File: config.mk
export PLATFORM = sky130hd
export DESIGN_NAME = fem_lva_merge
export DESIGN_NICKNAME = d
export VERILOG_FILES = /design/src/rtl/fem_lva_pkg.sv /design/src/rtl/fem_lva_merge.sv
export SDC_FILE = /design/constraint.sdc
export NUM_CORES = 2
export LEC_CHECK = 0
export ABC_AREA = 1
export ABC_CLOCK_PERIOD_IN_PS = 9400
export BUFFER_PORTS_ARGS = -buffer_cell sky130_fd_sc_hd__buf_2
export CORE_MARGIN = 8
export CORE_UTILIZATION = 60
export CTS_BUF_LIST = sky130_fd_sc_hd__clkbuf_16
export DETAILED_ROUTE_END_ITERATION = 16
export PLACE_DENSITY = 0.84
export SLEW_MARGIN = 15
export SYNTH_ARGS = -nofsm -noshare
export SYNTH_HDL_FRONTEND = slang
export SYNTH_SLANG_ARGS = --single-unit
File: constraint.sdc
create_clock -name clock -period 9.4 [get_ports clock]
set_clock_uncertainty 0.2 [all_clocks]
set_input_delay 1.88 -clock clock [delete_from_list [all_inputs] [get_ports clock]]
set_output_delay 1.88 -clock clock [all_outputs]
set_load 0.01 [all_outputs]
File: src/rtl/fem_lva_pkg.sv
// ----------------------------------------------------------------------------
// fem_lva_pkg: shared types and constants of the load vector accumulator
// Fixed-point widths, opcodes and the stage-enable bundle used by the
// accumulator datapath modules.
// ----------------------------------------------------------------------------
`default_nettype none

package fem_lva_pkg;

   // Fixed-point formats (Q3.14 inputs, Q33.14 accumulator)
   localparam int COEF_W    = 18;
   localparam int FRAC_W    = 14;
   localparam int IDX_W     = 12;
   localparam int OP_W      = 2;
   localparam int COUNT_W   = 2;
   localparam int PROD_W    = 2 * COEF_W;          // one lane product
   localparam int DOT_W     = PROD_W + 2;          // sum of up to three lanes
   localparam int S_W       = DOT_W - FRAC_W;      // rounded dot product
   localparam int JW_W      = PROD_W - FRAC_W;     // rounded jacdet * weight
   localparam int TP_W      = S_W + JW_W;          // scale product
   localparam int TERM_W    = TP_W - FRAC_W;       // rounded contribution
   localparam int ACC_W     = 48;
   localparam int ROUND_HALF = 1 << (FRAC_W - 1);

   localparam logic [ACC_W-1:0] ACC_MAX = {1'b0, {(ACC_W-1){1'b1}}};
   localparam logic [ACC_W-1:0] ACC_MIN = {1'b1, {(ACC_W-1){1'b0}}};

   localparam logic [COUNT_W-1:0] ACTIVE_RESET = 2'd3;

   // Opcodes; the unused code behaves as a plain read
   localparam logic [OP_W-1:0] OP_ACCUM      = 2'd0;
   localparam logic [OP_W-1:0] OP_READ       = 2'd1;
   localparam logic [OP_W-1:0] OP_READ_CLEAR = 2'd2;

   // Stage enables from the sequencer to the datapath
   typedef struct packed {
      logic mul_en;
      logic sum_en;
      logic term_en;
      logic rnd_en;
   } stage_type;

endpackage

`default_nettype wire

File: src/rtl/fem_lva_merge.sv
// ----------------------------------------------------------------------------
// fem_lva_merge: lane merge and scaling
// Sum the lane products, round to Q.14, scale by the rounded
// jacdet * weight and round the contribution.
// ----------------------------------------------------------------------------
`default_nettype none

module fem_lva_merge #(
   parameter int LANES = 3
) (
   input  wire logic                                     clock,
   input  wire fem_lva_pkg::stage_type                   stage,
   input  wire logic signed [fem_lva_pkg::PROD_W-1:0]    lane_prod [LANES],
   input  wire logic signed [fem_lva_pkg::COEF_W-1:0]    jacobian_det,
   input  wire logic signed [fem_lva_pkg::COEF_W-1:0]    quad_weight,
   output      logic signed [fem_lva_pkg::TERM_W-1:0]    term
);

   localparam int DOT_W  = fem_lva_pkg::DOT_W;
   localparam int PROD_W = fem_lva_pkg::PROD_W;
   localparam int TP_W   = fem_lva_pkg::TP_W;
   localparam int FRAC_W = fem_lva_pkg::FRAC_W;

   logic signed [PROD_W-1:0]                jw_prod_in, jw_prod_ff;
   logic signed [DOT_W-1:0]                 dot_in;
   logic        [DOT_W-1:0]                 dot_rnd;
   logic        [PROD_W-1:0]                jw_rnd;
   logic signed [fem_lva_pkg::S_W-1:0]      s_in, s_ff;
   logic signed [fem_lva_pkg::JW_W-1:0]     jw_in, jw_ff;
   logic signed [TP_W-1:0]                  term_prod_in, term_prod_ff;
   logic        [TP_W-1:0]                  term_rnd;
   logic signed [fem_lva_pkg::TERM_W-1:0]   term_in, term_ff;

   assign jw_prod_in = jacobian_det * quad_weight;

   // merge the lanes: add the products, round half up to Q.14
   always_comb begin
      dot_in = '0;
      for (int k = 0; k < LANES; k++) begin
         dot_in = dot_in + DOT_W'(lane_prod[k]);
      end
   end

   assign dot_rnd      = dot_in + DOT_W'(fem_lva_pkg::ROUND_HALF);
   assign s_in         = dot_rnd[DOT_W-1:FRAC_W];
   assign jw_rnd       = jw_prod_ff + PROD_W'(fem_lva_pkg::ROUND_HALF);
   assign jw_in        = jw_rnd[PROD_W-1:FRAC_W];
   assign term_prod_in = s_ff * jw_ff;
   assign term_rnd     = term_prod_ff + TP_W'(fem_lva_pkg::ROUND_HALF);
   assign term_in      = term_rnd[TP_W-1:FRAC_W];

   always_ff @(posedge clock) begin
      if (stage.mul_en) begin
         jw_prod_ff <= jw_prod_in;
      end
      if (stage.sum_en) begin
         s_ff  <= s_in;
         jw_ff <= jw_in;
      end
      if (stage.term_en) begin
         term_prod_ff <= term_prod_in;
      end
      if (stage.rnd_en) begin
         term_ff <= term_in;
      end
   end

   assign term = term_ff;

endmodule

`default_nettype wire

==> out/results.tsv <==
metric	value	unit
dieArea	0.0772	mm2
max_freq	133	MHz
num_rows	96	
worstPathArrival	7.53	ns
synth_edf_count	134	
postCtsSetupBuffers	0	
cp_top_family	adder cells	
drc	0	
relSlewSlack	0.227	
antenna_found_initial	0	
cp-start-kind	register	
cts_tree	built	
start_util	0.603	
io_pins	181	
drt_pass1_iterations	6	
ys_seq_area_frac	0.0978	
place_hpwl	87200	um
grt_pass1_wl	171000	um
grt_use_total	0.272	
cp_slowest_cell	fa_1	
grt_pass1_vias	35200	
reg2reg_slack	1.88	ns
synth_seq_cells	134	
critical_path.startpoint	s_ff[23]	
routed_wirelength	102000	um
grt_max_degree	47	
synth-compound-area-share	0.0365	
synth_top_family_by_area	adder cells	
cts_resized	0	
synth-simple-area-share	0.167	
final_util	0.634	
synth-xor-area-share	0.0249	
end_kind	register	
cts_sinks	134	
finalHoldWorstSlack	0.374	ns
antenna_cells	0	
cpPeakStageDelay	0.92	ns
timing_hold_violations_final	0	
gr-total-overflow	0	
syn-num-nets	6344	
fin_crit_sh	0.800	
status	complete, no violations	
detail-route-antenna-nets	0	
synth_ff_type	edfxtp_1	
tns	0	ns
clockRootBuffer	clkbuf_16	
cp_max_fo	22	
routed_via_density	5.36	
coreArea	0.0682	mm2
drive_above_1_share	0.0614	
synth-adder-area-share	0.529	
cts_buffers	17	
avgRoutedWirePerCell	17.1	um
drt_iter0_drc	2198	
syn_to_final_growth	5.08	%
portBuffers	180	
netlist_area	0.0411	mm2
syn_area_per_cell	8.23	um2
clockBufferDepth	2	
gp_congestion	0.996	
clock_latency	0.46	ns
cp_num_buf_inv	5	
hp-class	register to register	
worstSetupPathType	register to register	
cp_cell_sequence	nand2_1 > fa_1 > inv_1 > fa_1 > fa_1 > inv_1 > fa_1 > fa_1 > fa_1 > inv_1 > fa_1 > ha_1 > inv_1 > nor3_1 > inv_1 > nor3_2 > nand3_1 > nand3_1 > nand2_1	
ys_types	47	
worst_pin_slew	1.16	ns
rsz0062_at_grt	no	
h-tree-depth	4	
cp.required	9.41	ns
num_vias	31900	
fin_nets	6398	
crit_path_frequent_cell	fa_1	
synth_warnings	0	
dieWidth	278	um
slew_violations	0	
muxShareOfSynthArea	0	
pre_cts_slack	1.57	ns
netlist_instances	4997	
holdBufCountCts	0	
hold_start	term_prod_ff[45]	
finalSetupViolations	0	
final.min_clock_period	7.52	ns
r2r_start	s_ff[23]	
ys_async_sr_fraction	0	
worst_slack	1.88	ns
fp.dieH	278	um
clk_pin_slew	0.06	ns
max_cap_viol_count	0	
-- metrics by stage --
stage,area [um2],std cells
after floorplan,41100,4997
after global placement,42700,5914
after detailed placement,42700,5914
after CTS,43200,5946
after global routing,43200,5946
final,43200,5946
-- routing by layer --
metal / global-route usage / wire length, um / vias up
li1: - / - / 14500
met5: 0 / 0 / -
met1: 0.325 / 39200 / 15800
met2: 0.495 / 52200 / 1257
met3: 0.0385 / 6550 / 318
met4: 0.103 / 3940 / 0
-- worst reg2reg max path, cell delays in order (launching register included) --
cell and delay, ns:
edfxtp_1 0.84, nand2_1 0.28, fa_1 0.72, inv_1 0.13, fa_1 0.92, fa_1 0.56
inv_1 0.12, fa_1 0.45, fa_1 0.53, fa_1 0.55, inv_1 0.06, fa_1 0.50
ha_1 0.41, inv_1 0.09, nor3_1 0.25, inv_1 0.11, nor3_2 0.24, nand3_1 0.15
nand3_1 0.12, nand2_1 0.05
-- registers in the layout, indices dropped and copies added (netlist names) --
signal        count
jw_prod_ff       23
jw_ff            22
term_prod_ff     33
term             32
s_ff             24
-- cells in the mapped netlist (6+ instances only) --
cell,instances,area (um2)
inv_1,1399,5250
nand2_1,1242,4660
fa_1,903,18100
ha_1,295,3690
nor2_1,228,856
clkbuf_1,156,586
edfxtp_1,134,4020
a21oi_1,124,621
nand3_1,92,460
xor2_1,80,701
o21ai_0,60,300
xnor2_1,37,324
nand4_1,31,194
nor3_1,29,145
inv_2,28,105
o21bai_1,21,158
or2_2,19,119
o21ai_1,17,85.1
a21o_1,14,105
a31oi_1,9,56.3
nand2_2,8,50.1
o21a_1,8,60.1
nor3_2,6,60.1
-- final cells by class --
type,instances,area (um2)
Tap cell,882,1100
Clock inverter,15,141
Sequential cell,134,4020
Clock buffer,17,425
Fill cell,5624,25000
Timing Repair Buffer,198,1040
Inverter,1428,5360
Multi-Input combinational cell,3272,31100
-- worst paths after layout --
path / endpoint / depth (start not counted)
min reg2reg: term[31] / 1
max: term_prod_ff[45] / 19
max reg2reg: term_prod_ff[45] / 19
min: term[31] / 1
-- cells by family (layout without fill, tap and decap cells) --
group,count (synthesis),after routing
xor gates and xnor gates,117,117
buffers and inverters,1591,1658
DFF,134,134
AOI/OAI and AO/OA,268,268
adders and majority gates,1198,1198
and+or+nand+nor,1689,1689
-- layout by cell type, fill, tap and decap left out, types with 14 or more instances in the layout --
master / instances
o21bai_1: 21
nor2_1: 228
buf_2: 180
buf_4: 18
inv_2: 28
ha_1: 295
o21ai_1: 17
clkbuf_16: 17
nand4_1: 31
nor3_1: 29
xnor2_1: 37
inv_1: 1399
nand3_1: 92
fa_1: 903
xor2_1: 80
a21o_1: 14
a21oi_1: 124
or2_2: 19
edfxtp_1: 134
nand2_1: 1242
o21ai_0: 60
Power is not shown: default switching activity piles up to over one toggle a cycle in this logic, so the estimate is an artifact.
