## src/rtl/fem_lva_pkg.sv

```systemverilog
// ----------------------------------------------------------------------------
// fem_lva_pkg: shared types and constants of the load vector accumulator
// Fixed-point widths, opcodes and the stage-enable bundle used by the
// accumulator datapath modules.
// ----------------------------------------------------------------------------
`default_nettype none

package fem_lva_pkg;

   // Fixed-point formats (Q3.14 inputs, Q33.14 accumulator)
   localparam int COEF_W    = 18;
   localparam int FRAC_W    = 14;
   localparam int IDX_W     = 12;
   localparam int OP_W      = 2;
   localparam int COUNT_W   = 2;
   localparam int PROD_W    = 2 * COEF_W;          // one lane product
   localparam int DOT_W     = PROD_W + 2;          // sum of up to three lanes
   localparam int S_W       = DOT_W - FRAC_W;      // rounded dot product
   localparam int JW_W      = PROD_W - FRAC_W;     // rounded jacdet * weight
   localparam int TP_W      = S_W + JW_W;          // scale product
   localparam int TERM_W    = TP_W - FRAC_W;       // rounded contribution
   localparam int ACC_W     = 48;
   localparam int ROUND_HALF = 1 << (FRAC_W - 1);

   localparam logic [ACC_W-1:0] ACC_MAX = {1'b0, {(ACC_W-1){1'b1}}};
   localparam logic [ACC_W-1:0] ACC_MIN = {1'b1, {(ACC_W-1){1'b0}}};

   localparam logic [COUNT_W-1:0] ACTIVE_RESET = 2'd3;

   // Opcodes; the unused code behaves as a plain read
   localparam logic [OP_W-1:0] OP_ACCUM      = 2'd0;
   localparam logic [OP_W-1:0] OP_READ       = 2'd1;
   localparam logic [OP_W-1:0] OP_READ_CLEAR = 2'd2;

   // Stage enables from the sequencer to the datapath
   typedef struct packed {
      logic mul_en;
      logic sum_en;
      logic term_en;
      logic rnd_en;
   } stage_type;

endpackage

`default_nettype wire

```

## src/rtl/fem_lva_lane.sv

```systemverilog
// ----------------------------------------------------------------------------
// fem_lva_lane: one component lane
// Multiply a shape component by its source coefficient; disabled lanes
// contribute zero.
// ----------------------------------------------------------------------------
`default_nettype none

module fem_lva_lane (
   input  wire logic                                     clock,
   input  wire logic                                     load,
   input  wire logic                                     enable,
   input  wire logic signed [fem_lva_pkg::COEF_W-1:0]    shape,
   input  wire logic signed [fem_lva_pkg::COEF_W-1:0]    source,
   output      logic signed [fem_lva_pkg::PROD_W-1:0]    prod
);

   logic signed [fem_lva_pkg::PROD_W-1:0] prod_full;
   logic signed [fem_lva_pkg::PROD_W-1:0] prod_in;
   logic signed [fem_lva_pkg::PROD_W-1:0] prod_ff;

   // form the signed product on its own so the select cannot make it unsigned
   assign prod_full = shape * source;
   assign prod_in   = enable ? prod_full : '0;

   always_ff @(posedge clock) begin
      if (load) begin
         prod_ff <= prod_in;
      end
   end

   assign prod = prod_ff;

endmodule

`default_nettype wire

```

## config.mk

```make
export PLATFORM = sky130hd
export DESIGN_NAME = fem_lva_lane
export DESIGN_NICKNAME = d
export VERILOG_FILES = /design/src/rtl/fem_lva_pkg.sv /design/src/rtl/fem_lva_lane.sv
export SDC_FILE = /design/constraint.sdc
export NUM_CORES = 1
export LEC_CHECK = 0
export ABC_AREA = 1
export BUFFER_PORTS_ARGS = -buffer_cell sky130_fd_sc_hd__buf_2
export CORE_MARGIN = 3
export CORE_UTILIZATION = 45
export CTS_CLUSTER_SIZE = 14
export DETAILED_ROUTE_END_ITERATION = 12
export GPL_TIMING_DRIVEN = 0
export RECOVER_POWER = 100
export SLEW_MARGIN = 15
export SYNTH_ARGS = -nofsm -noshare
export SYNTH_HDL_FRONTEND = slang
export SYNTH_SLANG_ARGS = --single-unit
```

## constraint.sdc

```tcl
create_clock -name clock -period 9.9 [get_ports clock]
set_clock_uncertainty 0.2 [all_clocks]
set_input_delay 1.98 -clock clock [delete_from_list [all_inputs] [get_ports clock]]
set_output_delay 1.98 -clock clock [all_outputs]
set_load 0.01 [all_outputs]
```

==> results of run 1 <==
worst min-delay path: stages:
cell and delay (ns):
clkbuf_8 0.13, o21ai_0 0.08, nor2_1 0.08
per-stage QoR:
step                 util  hold WS (ns)
finish              0.489          1.91
global route        0.489          1.91
CTS                 0.491          1.90
detailed placement  0.486          2.19
global placement    0.486          2.19
floorplan               -          1.89
metal layers:
metal	wire length, µm	part of all wire	up-vias
met5	0	0	-
met4	1130	0.029	0
met3	2320	0.060	64
met2	18800	0.49	360
met1	16300	0.42	5643
li1	-	-	5239
cell usage in the layout (no fill, tap or decap), types with 3 or more instances in the layout:
master / count
ha_1: 93
a21oi_1: 48
fa_1: 329
o21bai_1: 7
or2_2: 3
clkbuf_1: 106
o21ai_0: 17
edfxtp_1: 36
clkbuf_16: 5
nor2_1: 85
o21a_1: 8
nand3_1: 30
inv_1: 602
nor3_1: 7
nand2_2: 3
nand2_1: 489
buf_1: 4
path summary, 6_finish.rpt:
| check | from | end | cells past startpoint |
|---|---|---|---|
| worst max-delay path | source[9] | prod[24]$_SDFFCE_PN0P_ | 24 |
| worst min-delay path | enable | prod[22]$_SDFFCE_PN0P_ | 3 |
final cells by class:
cell class | instances | area [µm²]
Buffer | 74 | 295
Clock buffer | 6 | 129
Clock inverter | 2 | 35.0
Fill cell | 3118 | 15800
Inverter | 605 | 2270
Multi-Input combinational cell | 1136 | 10700
Sequential cell | 36 | 1080
Tap cell | 396 | 495
Timing Repair Buffer | 38 | 144
kinds of logic after synthesis:
logic type                 after synthesis  synth area share
AOI/OAI and AO/OA                       82            0.0319
xor gates and xnor gates                 4           0.00244
adders and majority gates              422             0.539
buffers and inverters                  679             0.179
DFF                                     36            0.0752
and+or+nand+nor                        628             0.173
==> results.json, run 1 <==
{
  "status": "complete, but fails checks",
  "violations": "capacitance limit, slew limit",
  "max_stage_delay_ns": 0.71,
  "fin_tns_setup_ns": 0,
  "drt_iter0_drc": 791,
  "postCtsSetupBuffers": 0,
  "setup_ws_ns": 1.31,
  "largest_reg_flops": 36,
  "synth_edf_count": 36,
  "row_count": 64,
  "die_area_mm2": 0.0341,
  "io_buffers": 38,
  "dr_total_vias": 11306,
  "min_period_over_period": 0.867,
  "fmax_ghz": 0.116,
  "post-place-ws_ns": 1.12,
  "n_antenna_cell": 0,
  "drv_slew": 37,
  "synthTopCellsByArea": "fa_1 46%, inv_1 16%, nand2_1 13%",
  "ys_seq_area_frac": 0.0752,
  "place_inst": 2285,
  "critPathKind": "in2reg",
  "place_hpwl_mm": 33.5,
  "via_per_inst": 4.93,
  "synth_top_area_cell": "fa_1",
  "setup_viol": 0,
  "crit_family": "adder cells",
  "place_area_mm2": 0.0151,
  "path_clk_slew_ns": 0.05,
  "drive_gt1_frac": 0.0116,
  "synth_cells": 1851,
  "synth-main-ff-cell": "edfxtp_1",
  "stdcell_count": 2293,
  "grt_util_met2": 0.413,
  "avgSynthCellArea_um2": 7.76,
  "cts_sinks": 36,
  "gp_congestion": 0.932,
  "drt-wirelength-per-cell_um": 16.8,
  "hold_viol": 0,
  "cts_inserted_buffers": 5,
  "postRouteAntennaNets": 0,
  "slowest_stage": "clkbuf_1",
  "nets": 2357,
  "fin_area_mm2": 0.0151,
  "finalWorstPathRequiredPeriod_ns": 8.59,
  "grt_max_degree": 37,
  "synthTopCellsByCount": "602 x inv_1, 486 x nand2_1, 329 x fa_1",
  "tightestPinTransition_ns": 1.98,
  "cts_buffer_depth": 2,
  "required_ns": 9.74,
  "first_global_vias": 11986,
  "maxCapViolCount": 1,
  "worstPathMaxFanout": 10,
  "cp_cell_sequence": "clkbuf_1, clkbuf_1, nand2_1, fa_1, inv_1, fa_1, inv_1, fa_1, inv_1, fa_1, fa_1, inv_1, fa_1, inv_1, ha_1, nand2_1, inv_1, nand2_1, nor2_1, nand4_1, nand3_1, nand2_1, nand2_1, nor2_1",
  "hold_buffers": 0,
  "core_area_mm2": 0.0310,
  "die_w_um": 185,
  "rsz0062_at_grt": "false",
  "die_h_um": 185,
  "drtPass1Iterations": 5,
  "holdCritPathClass": "in2reg",
  "cp-start-kind": "primary input",
  "synth_cell_types": 33,
  "ys_async_sr_fraction": 0,
  "cts_max_level": 2,
  "yosysMostFrequentCell": "inv_1",
  "antenna_found_initial": 0,
  "ys_ff_latch": 36,
  "cts_tree": "yes",
  "start_util": 0.464,
  "grt_first_pass_wirelength_mm": 63.4,
  "grt_busiest_layer": "met2",
  "worst-path-buf-inv": 8,
  "synth_nets": 2312,
  "yosysTopAreaCellShare": 0.458,
  "drt-total-wl_mm": 38.5,
  "grtUsageMet3": 0.0326,
  "syn_to_final_growth_pct": 5.42,
  "root_buffer": "clkbuf_16",
  "io_pins": 75,
  "yosys_warnings": 0,
  "relSlewSlack": -0.323,
  "netlist_area_mm2": 0.0144,
  "cp.arrival_ns": 8.43,
  "grt_usage": 0.241,
  "crit_path_end_kind": "flip-flop",
  "grt.overflow.total": 0,
  "grt_use_met1": 0.327,
  "drc": 0,
  "cts_resized": 0
}
Power of run 1 is left out: the tool's default activity adds up to more than one toggle a clock period on the data nets, which glitch-free logic cannot reach.
==> inputs of run 2 (changes only) <==
- BUFFER_PORTS_ARGS: -buffer_cell sky130_fd_sc_hd__buf_2 -> not set
- CTS_BUF_LIST: not set -> sky130_fd_sc_hd__clkbuf_16
- DONT_BUFFER_PORTS: not set -> 1
==> run 2 against run 1 <==
  * The flow now finishes without violations
  * First-iteration DRC count rose by 3.9%
  * Utilization down 0.55 points
  * Highest routed layer unchanged
  * Count of clock-buffer cells in the layout shrank 1
  * Worst setup slack got worse by 0.042 ns
  * Die area unchanged
==> results.json, run 2 (synthesis results as in run 1) <==
{
  "status": "complete, no violations",
  "drt-total-wl_mm": 38.5,
  "tightestPinTransition_ns": 0.986,
  "maxCapViolCount": 0,
  "grt_usage": 0.241,
  "cts_tree": "yes",
  "row_count": 64,
  "gp_congestion": 0.930,
  "cp_cell_sequence": "clkbuf_1, clkbuf_1, nand2_1, fa_1, inv_1, fa_1, fa_1, inv_1, fa_1, fa_1, fa_1, inv_1, ha_1, inv_1, nor3_1, nand2_1, nor3_1, nand2_1, nand2_1, nand2_1, nand2_1, nor2_1",
  "path_clk_slew_ns": 0.06,
  "antenna_found_initial": 0,
  "postCtsSetupBuffers": 0,
  "relSlewSlack": 0.343,
  "fin_tns_setup_ns": 0,
  "hold_viol": 0,
  "die_h_um": 185,
  "first_global_vias": 11809,
  "cts_sinks": 36,
  "largest_reg_flops": 36,
  "fillers": 3064,
  "n_antenna_cell": 0,
  "grt.overflow.total": 0,
  "fmax_ghz": 0.116,
  "cts_resized": 0,
  "rsz0062_at_grt": "false",
  "core_area_mm2": 0.0310,
  "cts_buffer_depth": 2,
  "start_util": 0.464,
  "via_per_inst": 4.93,
  "postRouteAntennaNets": 0,
  "drt-wirelength-per-cell_um": 17.1,
  "io_pins": 75,
  "crit_path_end_kind": "flip-flop",
  "place_hpwl_mm": 33.2,
  "path_depth": 22,
  "slowest_stage": "fa_1",
  "drc": 0,
  "cts_max_level": 2,
  "min_period_over_period": 0.871,
  "hold_path_end": "prod[3]$_SDFFCE_PN0P_",
  "required_ns": 9.74,
  "fin_area_mm2": 0.0150,
  "worst-path-buf-inv": 6,
  "die_area_mm2": 0.0341,
  "cts_inserted_buffers": 5,
  "drt_iter0_drc": 822,
  "crit_family": "adder cells",
  "layout_commonest_cell": "inv_1",
  "finalWorstPathRequiredPeriod_ns": 8.63,
  "root_buffer": "clkbuf_16",
  "setup_viol": 0,
  "cp.arrival_ns": 8.46,
  "hold_slack_ns": 1.61,
  "holdCritPathClass": "in2reg",
  "io_buffers": 0,
  "place_area_mm2": 0.0149,
  "hold_buffers": 0,
  "hp-start": "load",
  "drive_gt1_frac": 0.0102,
  "layout_common_cells": "604 x inv_1, 489 x nand2_1, 329 x fa_1",
  "grt_max_degree": 37,
  "hold_path_depth": 0,
  "dr_total_vias": 11114,
  "drv_slew": 0,
  "cp-start-kind": "primary input",
  "max_stage_delay_ns": 0.92,
  "grt_first_pass_wirelength_mm": 63.0,
  "worstPathMaxFanout": 10,
  "nets": 2319,
  "die_w_um": 185,
  "critPathKind": "in2reg",
  "drtPass1Iterations": 5,
  "syn_to_final_growth_pct": 4.22
}
==> run 2: area by class of cell <==
| class | count | area, µm² | share of cell area |
|---|---|---|---|
| inverters | 605 | 2270 | 0.152 |
| flip-flops and latches | 36 | 1080 | 0.0722 |
| well taps | 396 | 495 | 0.0331 |
| plain buffers | 74 | 295 | 0.0197 |
| clock buffers | 5 | 125 | 0.00835 |
| clock inverters | 3 | 11.3 | 0.000752 |
| multi-input cells | 1136 | 10700 | 0.714 |
==> run 2: per-layer routing <==
metal | vias to the layer above | part of all wire | wire length (µm) | global-route usage
met3 | 58 | 0.063 | 2450 | 0.0306
met5 | - | 0 | 0 | 0
met2 | 361 | 0.48 | 18600 | 0.415
met4 | 0 | 0.027 | 1050 | 0.0525
li1 | 5165 | - | - | -
met1 | 5530 | 0.43 | 16400 | 0.328
==> run 2: worst max-delay path by stage <==
stage	start	to	slack (ns)
after global routing	source[4]	prod[35]$_SDFFCE_PN0P_	0.92
after CTS	source[4]	prod[35]$_SDFFCE_PN0P_	1.35
final	source[4]	prod[35]$_SDFFCE_PN0P_	1.27
after floorplan	source[4]	prod[35]$_SDFFCE_PN0P_	2.28
after detailed placement	source[4]	prod[35]$_SDFFCE_PN0P_	1.07
after global placement	source[4]	prod[35]$_SDFFCE_PN0P_	1.15
==> run 2: through the flow <==
stage,worst slack (ns),std cells,utilization
detailed placement,1.07,2247,0.480
global placement,1.15,2247,0.480
floorplan,2.28,1851,-
global route,0.919,2255,0.483
CTS,1.35,2255,0.484
finish,1.27,2255,0.483
Power of run 2 is left out for the same reason.
